==> config.mk <==
export PLATFORM = sky130hd
export DESIGN_NAME = session_table_with_aging_top
export DESIGN_NICKNAME = d
export VERILOG_FILES = /design/src/hw/rtl/stwa_pkg.sv /design/src/hw/rtl/stwa_ram.sv /design/src/hw/rtl/session_table_with_aging_top.sv
export SDC_FILE = /design/constraint.sdc
export NUM_CORES = 2
export LEC_CHECK = 0
export ABC_AREA = 1
export CORE_ASPECT_RATIO = 2
export CORE_MARGIN = 5
export CORE_UTILIZATION = 30
export CTS_BUF_LIST = sky130_fd_sc_hd__clkbuf_2 sky130_fd_sc_hd__clkbuf_4 sky130_fd_sc_hd__clkbuf_8
export DETAILED_ROUTE_END_ITERATION = 8
export DONT_BUFFER_PORTS = 1
export GPL_TIMING_DRIVEN = 0
export HOLD_SLACK_MARGIN = 0.1
export PLACE_DENSITY = 0.42
export SYNTH_ARGS = -nofsm -noshare
export SYNTH_HDL_FRONTEND = slang
export SYNTH_SLANG_ARGS = --single-unit
==> constraint.sdc <==
create_clock -name clk -period 7.9 [get_ports clk]
set_input_delay 0.79 -clock clk [delete_from_list [all_inputs] [get_ports clk]]
set_output_delay 0.79 -clock clk [all_outputs]
set_load 0.02 [all_outputs]
==> src/hw/rtl/stwa_pkg.sv <==
// Package with the types and constants of the session table with aging.
`default_nettype none

package stwa_pkg;

  localparam int ADDR_W = 32;
  localparam int ID_W = 16;
  localparam int TIME_W = 32;
  localparam int LEN_W = 16;
  localparam int FLAGS_W = 8;
  localparam int EVENT_W = 3;
  localparam int COUNT_W = 5;
  localparam int EVCNT_W = 5;

  localparam logic [LEN_W-1:0] MIN_PACKET_LEN = 16'd28;
  localparam int DELETE_BIT = 2;
  localparam logic [EVCNT_W-1:0] MAX_EVENTS = 5'd16;
  localparam logic [TIME_W-1:0] TIMEOUT_RESET = 32'd300000;
  localparam logic REG_TIMEOUT = 1'b0;

  localparam logic [EVENT_W-1:0] EV_REFRESHED = 3'd0;
  localparam logic [EVENT_W-1:0] EV_DISCOVERED = 3'd1;
  localparam logic [EVENT_W-1:0] EV_DELETED = 3'd2;
  localparam logic [EVENT_W-1:0] EV_EXPIRED = 3'd3;
  localparam logic [EVENT_W-1:0] EV_FULL = 3'd4;
  localparam logic [EVENT_W-1:0] EV_MALFORMED = 3'd5;
  localparam logic [EVENT_W-1:0] EV_NOTHING = 3'd6;

  typedef struct packed {
    logic [ADDR_W-1:0] address;
    logic [ID_W-1:0]   id;
    logic [TIME_W-1:0] seen;
  } entry_t;

  typedef enum logic [2:0] {
    ST_IDLE,
    ST_LK_RD,
    ST_LK_CHK,
    ST_DEL_RD,
    ST_DEL_WR,
    ST_TK_NEXT,
    ST_TK_CHK,
    ST_EMIT
  } state_t;

endpackage

`default_nettype wire

==> src/hw/rtl/stwa_ram.sv <==
// Generic single write port, single read port RAM with registered read data.
`default_nettype none

module stwa_ram #(
  parameter int WIDTH = 80,
  parameter int DEPTH = 16
) (
  input  wire logic                                   clk,
  input  wire logic                                   we,
  input  wire logic [((DEPTH > 1) ? $clog2(DEPTH) : 1)-1:0] waddr,
  input  wire logic [WIDTH-1:0]                       wdata,
  input  wire logic [((DEPTH > 1) ? $clog2(DEPTH) : 1)-1:0] raddr,
  output logic      [WIDTH-1:0]                       rdata
);

  logic [WIDTH-1:0] mem [DEPTH];

  always_ff @(posedge clk) begin
    if (we) begin
      mem[waddr] <= wdata;
    end
    rdata <= mem[raddr];
  end

endmodule

`default_nettype wire

==> src/hw/rtl/session_table_with_aging_top.sv <==
// Top level of the session table with aging: sequencer, datapath and register port.
//
//  channel  | handshake            | payload
//  ---------+----------------------+--------------------------------------------
//  input    | in_valid / in_ready  | command, header_flags, message_id,
//           |                      | source_address, packet_length, type_matches,
//           |                      | current_time
//  output   | out_valid / out_ready| event_res, entry_address, entry_id,
//           |                      | entry_count, last
//  config   | APB psel / penable   | paddr, pwdata, prdata (expiry timeout)
//
// The single table RAM is walked entry by entry for lookup, expiry scan and compaction.
// A tick is slowest when the expired half lies below the fresh half; output stalls lengthen it.
// Reset empties the table by clearing the occupancy count; the RAM itself is never cleared.
// A new item is taken only when the sequencer is idle; one result may still wait at the output.
// An output stall holds the sequencer at its next result.
`default_nettype none

module session_table_with_aging_top import stwa_pkg::*; #(
  parameter int TABLE_ENTRIES = 16
) (
  input  wire logic               clk,
  input  wire logic               rst,
  input  wire logic               in_valid,
  output logic                    in_ready,
  input  wire logic               command,
  input  wire logic [FLAGS_W-1:0] header_flags,
  input  wire logic [ID_W-1:0]    message_id,
  input  wire logic [ADDR_W-1:0]  source_address,
  input  wire logic [LEN_W-1:0]   packet_length,
  input  wire logic               type_matches,
  input  wire logic [TIME_W-1:0]  current_time,
  output logic                    out_valid,
  input  wire logic               out_ready,
  output logic      [EVENT_W-1:0] event_res,
  output logic      [ADDR_W-1:0]  entry_address,
  output logic      [ID_W-1:0]    entry_id,
  output logic      [COUNT_W-1:0] entry_count,
  output logic                    last,
  input  wire logic               psel,
  input  wire logic               penable,
  input  wire logic               pwrite,
  input  wire logic [2:0]         paddr,
  input  wire logic [31:0]        pwdata,
  output logic      [31:0]        prdata,
  output logic                    pready
);

  localparam int IW = (TABLE_ENTRIES > 1) ? $clog2(TABLE_ENTRIES) : 1;
  localparam int CW = $clog2(TABLE_ENTRIES + 1);
  localparam logic [CW-1:0] FULL_COUNT = CW'(TABLE_ENTRIES);
  localparam logic [CW-1:0] ONE = CW'(1);

  state_t state, state_next;

  logic              item_del;
  logic              item_tick;
  logic [ID_W-1:0]   item_id;
  logic [ADDR_W-1:0] item_addr;
  logic [TIME_W-1:0] item_now;
  logic [TIME_W-1:0] timeout;
  logic [CW-1:0]     occ;
  logic [CW-1:0]     ptr;
  logic [CW-1:0]     scan;
  logic [EVCNT_W-1:0] n_ev;
  logic              pend;
  logic [ADDR_W-1:0] pend_addr;
  logic [ID_W-1:0]   pend_id;
  logic [CW-1:0]     pend_cnt;
  logic [ADDR_W-1:0] cand_addr;
  logic [ID_W-1:0]   cand_id;
  logic [EVENT_W-1:0] res_event;
  logic [ADDR_W-1:0] res_addr;
  logic [ID_W-1:0]   res_id;
  logic [CW-1:0]     res_cnt;
  logic              res_last;

  logic              ram_we;
  logic [IW-1:0]     ram_waddr;
  logic [IW-1:0]     ram_raddr;
  entry_t            ram_wdata;
  logic [$bits(entry_t)-1:0] ram_rdata;
  entry_t            rd;

  logic              malformed;
  logic              key_hit;
  logic              aged;
  logic [CW-1:0]     ptr_inc;
  logic [CW-1:0]     scan_dec;
  logic              compact_done;
  logic              scan_done;
  logic              out_free;
  logic              out_load;
  logic              cfg_write;
  entry_t            item_entry;

  stwa_ram #(
    .WIDTH($bits(entry_t)),
    .DEPTH(TABLE_ENTRIES)
  ) u_table (
    .clk  (clk),
    .we   (ram_we),
    .waddr(ram_waddr),
    .wdata(ram_wdata),
    .raddr(ram_raddr),
    .rdata(ram_rdata)
  );

  assign rd = entry_t'(ram_rdata);
  assign item_entry = '{address: item_addr, id: item_id, seen: item_now};
  assign malformed = (packet_length < MIN_PACKET_LEN) || !type_matches;
  assign key_hit = (rd.address == item_addr) && (rd.id == item_id);
  assign aged = (item_now - rd.seen) >= timeout;
  assign ptr_inc = ptr + ONE;
  assign scan_dec = scan - ONE;
  assign compact_done = ptr_inc >= occ;
  assign scan_done = (scan == '0) || (n_ev == MAX_EVENTS);
  assign out_free = !out_valid || out_ready;

  assign pready = 1'b1;
  assign cfg_write = psel && penable && pwrite;
  assign prdata = (paddr[2] == REG_TIMEOUT) ? timeout : 32'd0;

  always_comb begin
    state_next = state;
    unique case (state)
      ST_IDLE: begin
        if (in_valid) begin
          if (command) begin
            state_next = ST_TK_NEXT;
          end else if (malformed) begin
            state_next = ST_EMIT;
          end else begin
            state_next = ST_LK_RD;
          end
        end
      end
      ST_LK_RD: begin
        state_next = (ptr == occ) ? ST_EMIT : ST_LK_CHK;
      end
      ST_LK_CHK: begin
        if (key_hit) begin
          state_next = item_del ? ST_DEL_RD : ST_EMIT;
        end else begin
          state_next = ST_LK_RD;
        end
      end
      ST_DEL_RD: begin
        if (compact_done) begin
          if (item_tick) begin
            state_next = pend ? ST_EMIT : ST_TK_NEXT;
          end else begin
            state_next = ST_EMIT;
          end
        end else begin
          state_next = ST_DEL_WR;
        end
      end
      ST_DEL_WR: begin
        state_next = ST_DEL_RD;
      end
      ST_TK_NEXT: begin
        state_next = scan_done ? ST_EMIT : ST_TK_CHK;
      end
      ST_TK_CHK: begin
        state_next = aged ? ST_DEL_RD : ST_TK_NEXT;
      end
      ST_EMIT: begin
        if (out_free) begin
          state_next = res_last ? ST_IDLE : ST_TK_NEXT;
        end
      end
      default: begin
        state_next = ST_IDLE;
      end
    endcase
  end

  always_comb begin
    in_ready  = 1'b0;
    ram_we    = 1'b0;
    ram_waddr = ptr[IW-1:0];
    ram_wdata = item_entry;
    ram_raddr = ptr[IW-1:0];
    out_load  = 1'b0;
    unique case (state)
      ST_IDLE: begin
        in_ready = 1'b1;
      end
      ST_LK_RD: begin
        if ((ptr == occ) && !item_del && (occ < FULL_COUNT)) begin
          ram_we    = 1'b1;
          ram_waddr = occ[IW-1:0];
        end
      end
      ST_LK_CHK: begin
        ram_we = key_hit && !item_del;
      end
      ST_DEL_RD: begin
        ram_raddr = ptr_inc[IW-1:0];
      end
      ST_DEL_WR: begin
        ram_we    = 1'b1;
        ram_wdata = rd;
      end
      ST_TK_NEXT: begin
        ram_raddr = scan_dec[IW-1:0];
      end
      ST_TK_CHK: begin
      end
      ST_EMIT: begin
        out_load = out_free;
      end
      default: begin
      end
    endcase
  end

  always_ff @(posedge clk) begin
    if (rst) begin
      state     <= ST_IDLE;
      occ       <= '0;
      timeout   <= TIMEOUT_RESET;
      out_valid <= 1'b0;
      pend      <= 1'b0;
    end else begin
      state <= state_next;
      if (cfg_write && (paddr[2] == REG_TIMEOUT)) begin
        timeout <= pwdata;
      end
      if (out_load) begin
        out_valid     <= 1'b1;
        event_res     <= res_event;
        entry_address <= res_addr;
        entry_id      <= res_id;
        entry_count   <= COUNT_W'(res_cnt);
        last          <= res_last;
      end else if (out_ready) begin
        out_valid <= 1'b0;
      end
      case (state)
        ST_IDLE: begin
          if (in_valid) begin
            item_del  <= header_flags[DELETE_BIT];
            item_tick <= command;
            item_id   <= message_id;
            item_addr <= source_address;
            item_now  <= current_time;
            ptr       <= '0;
            scan      <= occ;
            n_ev      <= '0;
            pend      <= 1'b0;
            res_event <= EV_MALFORMED;
            res_addr  <= '0;
            res_id    <= '0;
            res_cnt   <= occ;
            res_last  <= 1'b1;
          end
        end
        ST_LK_RD: begin
          if (ptr == occ) begin
            res_last <= 1'b1;
            if (item_del) begin
              res_event <= EV_NOTHING;
              res_addr  <= '0;
              res_id    <= '0;
              res_cnt   <= occ;
            end else if (occ >= FULL_COUNT) begin
              res_event <= EV_FULL;
              res_addr  <= item_addr;
              res_id    <= item_id;
              res_cnt   <= occ;
            end else begin
              occ       <= occ + ONE;
              res_event <= EV_DISCOVERED;
              res_addr  <= item_addr;
              res_id    <= item_id;
              res_cnt   <= occ + ONE;
            end
          end
        end
        ST_LK_CHK: begin
          if (key_hit) begin
            res_event <= EV_REFRESHED;
            res_addr  <= item_addr;
            res_id    <= item_id;
            res_cnt   <= occ;
            res_last  <= 1'b1;
          end else begin
            ptr <= ptr_inc;
          end
        end
        ST_DEL_RD: begin
          if (compact_done) begin
            occ <= occ - ONE;
            if (!item_tick) begin
              res_event <= EV_DELETED;
              res_addr  <= item_addr;
              res_id    <= item_id;
              res_cnt   <= occ - ONE;
              res_last  <= 1'b1;
            end else begin
              n_ev      <= n_ev + EVCNT_W'(1);
              res_event <= EV_EXPIRED;
              res_addr  <= pend_addr;
              res_id    <= pend_id;
              res_cnt   <= pend_cnt;
              res_last  <= 1'b0;
              pend      <= 1'b1;
              pend_addr <= cand_addr;
              pend_id   <= cand_id;
              pend_cnt  <= occ - ONE;
            end
          end
        end
        ST_DEL_WR: begin
          ptr <= ptr_inc;
        end
        ST_TK_NEXT: begin
          if (scan_done) begin
            res_last <= 1'b1;
            if (pend) begin
              res_event <= EV_EXPIRED;
              res_addr  <= pend_addr;
              res_id    <= pend_id;
              res_cnt   <= pend_cnt;
            end else begin
              res_event <= EV_NOTHING;
              res_addr  <= '0;
              res_id    <= '0;
              res_cnt   <= occ;
            end
          end else begin
            scan <= scan_dec;
          end
        end
        ST_TK_CHK: begin
          if (aged) begin
            cand_addr <= rd.address;
            cand_id   <= rd.id;
            ptr       <= scan;
          end
        end
        default: begin
        end
      endcase
    end
  end

  a_occ_bounded: assert property (@(posedge clk) disable iff (rst)
    occ <= FULL_COUNT)
    else $error("Table occupancy exceeds its depth.");

  a_occ_step: assert property (@(posedge clk) disable iff (rst)
    (occ != $past(occ)) |-> ((occ == $past(occ) + ONE) || (occ + ONE == $past(occ))))
    else $error("Table occupancy changed by more than one entry in a cycle.");

  a_only_expiry_not_last: assert property (@(posedge clk) disable iff (rst)
    (out_valid && !last) |-> (event_res == EV_EXPIRED))
    else $error("A result that is not the last of its item is not an expiry.");

  a_write_states: assert property (@(posedge clk) disable iff (rst)
    ram_we |-> ((state == ST_LK_RD) || (state == ST_LK_CHK) || (state == ST_DEL_WR)))
    else $error("Table written outside lookup or compaction.");

endmodule

`default_nettype wire
Word-level counts from Yosys, hierarchy flattened --
Memories as Yosys holds them, arrays and structs flattened. A register that Yosys moved wholly into a read port is not among the register bits. Cells that the tools add are included.
Word-level totals: word-level logic and storage cells 182, register bits after elaboration 354, memory bits (writable) 1280, memories kept 1, output and inout bits 92
Memories:
- u_table.mem | words 16, bits a word 80, rd ports 1, clocked after Yosys merged registers in 1, wr ports 1, RTL line stwa_ram.sv:16 | logic [WIDTH-1:0] mem [DEPTH];
Operators by class: reduce and logical (&&, ||, !) cells 32, $lt $le $gt $ge 5, bitwise gates (word level) 2, add/sub/neg operators 6, multiplexer cells 87, eq/ne operators 21
Operator list (number):
- 2-to-1 mux 32 bit | 9
- case mux 32 bit (5 select lines) | 1
- 2-to-1 mux 16 bit | 8
- 2-to-1 mux 5 bit | 16
- 2-to-1 mux 80 bit | 1
- case mux 16 bit (5 select lines) | 1
- 2-to-1 mux 3 bit | 18
- equality test 32 bit | 1
- greater-or-equal comparator 32 bit | 1
- subtractor 32 bit | 1
- case mux 5 bit (2 select lines) | 3
- case mux 5 bit (5 select lines) | 1
- case mux 3 bit (8 select lines) | 1
- != test 2 bit, second input constant | 10
- case mux 5 bit (4 select lines) | 1
- 2-to-1 mux 1 bit | 18
- equality test 16 bit | 1
- < comparator 16 x 5 -> 1 bit, second input constant | 1
- adder 5 x 1 -> 5 bit, second input constant | 3
- case mux 3 bit (5 select lines) | 1
- equality test 3 bit, second input constant | 4
- AND reduction 4 bit | 3
- AND reduction 5 bit | 2
- subtractor 5 x 1 -> 5 bit, second input constant | 2
- 25 further kinds | 45

Longest topological paths before layout --
depth after elaboration 7, mapped depth 25, mapped depth without buffers 25

By module --
A second synthesis with hierarchy kept.
Second synthesis, totals: cell total of the unflattened synthesis 6972, area total of the unflattened synthesis 73485.5 µm²
By module, submodules not included:
- stwa_ram | times used 1, sequential area each 40038.4 µm², cells each 5255, area an instance 56195.1 µm²
- session_table_with_aging_top | times used 1, sequential area each 10209.8 µm², cells each 1717, area an instance 17290.3 µm²

Worst setup path after synthesis --
No wires, ideal clock.
kind reg-to-reg, start register state[2], end register item_addr[0] (enable), path buffers 0, period minus slack after synthesis 7463 ps, slack 437 ps, arrival time 6841 ps, stages on the path, launching flop included 4, library setup time 622 ps, path through dfxtp_1 -> nor3_1 -> inv_1 -> nor3_1
Between the ends: word-level cells in the longest chain between the ends 2
RTL lines:
- start, declared | RTL line session_table_with_aging_top.sv:54 | state_t state, state_next;
- start signal, assigned | RTL line session_table_with_aging_top.sv:227 | state <= state_next;
- logical NOT 3 bit | RTL line session_table_with_aging_top.sv:241 | case (state)
- AND reduction 3 bit (no source line)
- end signal, assigned | RTL line session_table_with_aging_top.sv:247 | item_addr <= source_address;
- end, declared | RTL line session_table_with_aging_top.sv:59 | logic [ADDR_W-1:0] item_addr;
Every way passes these cells. A chain may end at the register's enable or synchronous reset.

Worst setup path after layout --
start register item_now[0], end register cand_id[0] (enable)
Between the ends: word-level cells in the longest chain between the ends 3
RTL lines:
- start, declared | RTL line session_table_with_aging_top.sv:60 | logic [TIME_W-1:0] item_now;
- start signal, assigned | RTL line session_table_with_aging_top.sv:248 | item_now <= current_time;
- subtractor 32 bit | RTL line session_table_with_aging_top.sv:113 | assign aged = (item_now - rd.seen) >= timeout;
- greater-or-equal comparator 32 bit | RTL line session_table_with_aging_top.sv:113
- AND reduction 3 bit (no source line)
- end signal, assigned | RTL line session_table_with_aging_top.sv:340 | cand_id <= rd.id;
- end, declared | RTL line session_table_with_aging_top.sv:71 | logic [ID_W-1:0] cand_id;
Every way passes these cells.

==> impl_results.md <==
* Outcome: finished clean
* Initial antenna violation count at 8
* Post-CTS Setup Inserts at 0
* Hold Crit Class: in -> reg
* # IOs at 240
* Vias in the first global route at 49,280
* Pwr Density at 406.6 nW/µm²
* Clk_skew at 0.08933 ns
* Die footprint at 244,100 µm²
* HP Start: command
* Slowest CP cell: a21boi_0
* Worst-path cell chain: inv_1 > ha_1 > inv_1 > fa_1 > nand3_1 > nand2_1 > a21boi_0 > o21ai_0 > nand2_1 > nand2_1 > nand2_1 > nand2_1 > xor2_1 > ha_1 > nand2_1 > nor2_1 > nand4_1 > nor3_1 > nand2_1 > nand2_1 > nand2_1 > nor2_4 > buf_12 > buf_12
* Wire per inst at 29.22 µm
* Num rows at 251
* Async set or reset register ratio after synthesis at 0%
* Nature of the critical path endpoint: register
* Comb power frac at 41.4%
* R2R cell count at 24
* Data required time of the worst path at 8.50 ns
* Via density at 5.166
* Via count at 48,410
* Buffer depth of the longest clock path at 4
* Maxcap violations at 0
* Power Total at 33,700 µW
* Most used cell, CP: nand2_1
* Ys flop type: edfxtp_1
* Maximum vdd drop at 0.0004184 V
* Final Hold Violating Endpoints at 0
* Fmax at 0.1999 GHz
* Setup CP Type: reg -> reg
* Mapped Cells at 5,590
* Violation count after the first detailed-route iteration at 3,799
* Crit Path Max Fanout at 26
* Mux contribution to synthesized area at 0%
* I/O Buffers at 0
* P_sw at 14,490 µW
* Clock share of power at 22.9%
* Sequential element share of the synthesized area at 71.67%
* Actual slew at the worst max-slew pin at 1.432 ns
* Synthesized cell area at 70,110 µm²
* Clk_lat worst skew at 1.00 ns
* Antenna Nets Post-Route at 0
* Post-Synth XOR/XNOR Area at 0.7370%
* Worst Hold Slack at 0.2590 ns
* Global placement routability congestion at 0.8433
* RR Endpoint: cand_id[0]$_DFFE_PP_
* Synth area leaders: edfxtp_1, o21ai_0, o211ai_1
* Number of H-tree levels at 5
* Worst-path clk slew at 0.06 ns
* P_int at 19,210 µW
* Post-Route Setup TNS at 0 ns
* Remaining Overflow, GRT at 0
* Adder-cell share of the synthesized area at 1.367%
* Syn Nets at 5,814
* Layout cell share with drive strength beyond 1 at 11.82%
* Sequential share of power at 35.7%
* Share of the synthesized area in the top cell type at 68.18%
* # resized after CTS at 0
* GR Util All Layers at 21.84%
* EDFF count, synth at 1,592
* Setup slack, reg-to-reg at 2.90 ns
* # setup viols final at 0
* Synth cell types at 48
* TritonCTS clock tree: built
* CTS root buf: clkbuf_8
* Routed wire length at 273.8 mm
* Area Growth Syn to Fin at 18.20%
* Sw Share at 42.99%
* Detailed-route DRC error count at 0
* DP HPWL at 195.2 mm
* TritonCTS Buffers at 267
* Post-Synth Simple-Gate Area at 5.239%
* FF+latch count, synth at 1,714
* Synth Area in Compound Gates at 15.76%
* Die X at 351.8 µm
* Initial core utilization at 30.05%
* Cell type with the largest total area after synthesis: edfxtp_1
* Non-filler cells, final at 9,371
* Largest family of logic cells by synthesized area: compound AO/OA/AOI/OAI gates
* Setup crit start kind: register
* Unrepaired setup endpoints after global routing: false
* DP Cell Count at 8,781
* Slew headroom at 4.277%
* Pleak at 0.02843 µW
* Num Clock Sinks at 1,714
* Slew Limit Fails at 0
* Area after DPL at 76,440 µm²
* Crit path DAT at 5.60 ns
* Final Cell Area at 82,880 µm²
* DRT Pass-1 Iters at 5
* Max stage delay on crit path at 0.46 ns
* R2R Path Start: item_now[0]$_DFFE_PP_
* Crit path time final at 5.001 ns
* Total core area at 233,300 µm²
* Pin count of the biggest net entering global routing at 27
* Syn_area_per_cell at 12.54 µm²
* Hold endpoint: state[2]$_SDFFE_PP0P_
* Syn. warnings at 0
* Worst Hold Depth at 5
* Final worst-path cycle share at 63.31%
* Nets at 6,357
* First-pass GRT wire length at 379.1 mm
* Hold buffers post-CTS at 116
* Chip Height at 693.7 µm
-- synth_stat cells (all sizes together) (28+ instances only) --
library cell  number
edfxtp          1592
o21ai            811
xor2              31
o211ai           336
inv              543
buf              111
dfxtp            122
ha                75
a21oi            417
nor2             158
a31oi            322
nand2            494
nand3            196
clkbuf           268
xnor2             28
-- through the flow --
step	setup slack (ns)	utilization, %
floorplan	0.4371	-
global placement	-6.437	31.68
detailed placement	2.708	32.76
CTS	2.627	35.50
global route	2.435	35.52
finish	2.899	35.52
-- final cells by class --
type	count	area, µm²
clock inverters	81	526.8
clock buffers	385	4717
repair buffers	274	3493
flip-flops and latches	1714	50250
multi-input cells	2953	16400
inverters	544	2042
diodes	5	12.51
well taps	3036	3799
plain buffers	379	1637
fillers	22780	150500
-- metal layers --
metal | track usage [%] | vias up | share of wire [%]
met4 | 12.08 | 2 | 6.5
met3 | 2.692 | 583 | 4.5
met5 | 0 | - | 0.0055
met1 | 22.86 | 24340 | 34
li1 | - | 21790 | -
met2 | 41.74 | 1697 | 55
-- cell usage in the layout, fill, tap and decap left out, drive strengths merged, types with 28 or more instances in the layout --
cell	netlist	routed
a21oi	417	417
a31oi	322	322
buf	111	269
clkbuf	268	653
clkinv	1	61
dfxtp	122	122
dlygate4sd3	0	116
edfxtp	1592	1592
ha	75	75
inv	543	548
nand2	494	494
nand3	196	196
nor2	158	158
o211ai	336	336
o21ai	811	811
xnor2	28	28
xor2	31	31
-- worst max-delay path by stage --
| stage | endpoint | from | slack [ns] |
|---|---|---|---|
| after CTS | u_table.mem[4][33]$_DFFE_PP_ | item_addr[11]$_DFFE_PP_ | 2.63 |
| final | cand_id[0]$_DFFE_PP_ | item_now[0]$_DFFE_PP_ | 2.90 |
| after floorplan | item_addr[0]$_DFFE_PP_ | state[2]$_SDFFE_PP0P_ | 0.44 |
| after detailed placement | u_table.mem[4][33]$_DFFE_PP_ | item_addr[9]$_DFFE_PP_ | 2.71 |
| after global placement | item_id[0]$_DFFE_PP_ | state[2]$_SDFFE_PP0P_ | -6.44 |
| after global routing | cand_id[1]$_DFFE_PP_ | item_now[0]$_DFFE_PP_ | 2.44 |
-- power groups by stage --
| stage | clock, µW | sequential (µW) | combinational (µW) |
|---|---|---|---|
| floorplan | 0 | 12200 | 7240 |
| global placement | 0 | 12500 | 13500 |
| detailed placement | 0 | 12200 | 14000 |
| CTS | 7940 | 12000 | 14100 |
| global route | 8290 | 12100 | 14900 |
| finish | 7710 | 12000 | 14000 |
-- flip-flops by register name, indices dropped and copies added, names as in the netlist, 5 cells and up --
signal         count
res_id            16
u_table.mem     1280
res_cnt            5
pend_cnt           5
cand_addr         32
scan               5
item_addr         32
item_id           16
n_ev               5
res_addr          32
occ                5
item_now          32
entry_address     32
u_table.rdata     80
ptr                5
timeout           32
entry_count        5
pend_addr         32
pend_id           16
entry_id          16
cand_id           16
-- critical path: cells and delay by family, from the launching register on --
family	cells	cell delay, ns
buf+inv	4	0.74
compound gates	2	0.75
simple gates	14	1.65
fa+ha+maj	3	0.87
xor+xnor	1	0.16
flops	1	0.37
-- kinds of logic (layout without fill, tap and decap cells) --
| logic type | after synthesis | count (layout) |
|---|---|---|
| and+or+nand+nor | 886 | 886 |
| buffers and inverters | 923 | 1663 |
| other | 1 | 6 |
| adders and majority gates | 76 | 76 |
| xor gates and xnor gates | 59 | 59 |
| AOI/OAI and AO/OA | 1931 | 1931 |
| DFF | 1714 | 1714 |
Power figures use the tool's default switching activity.
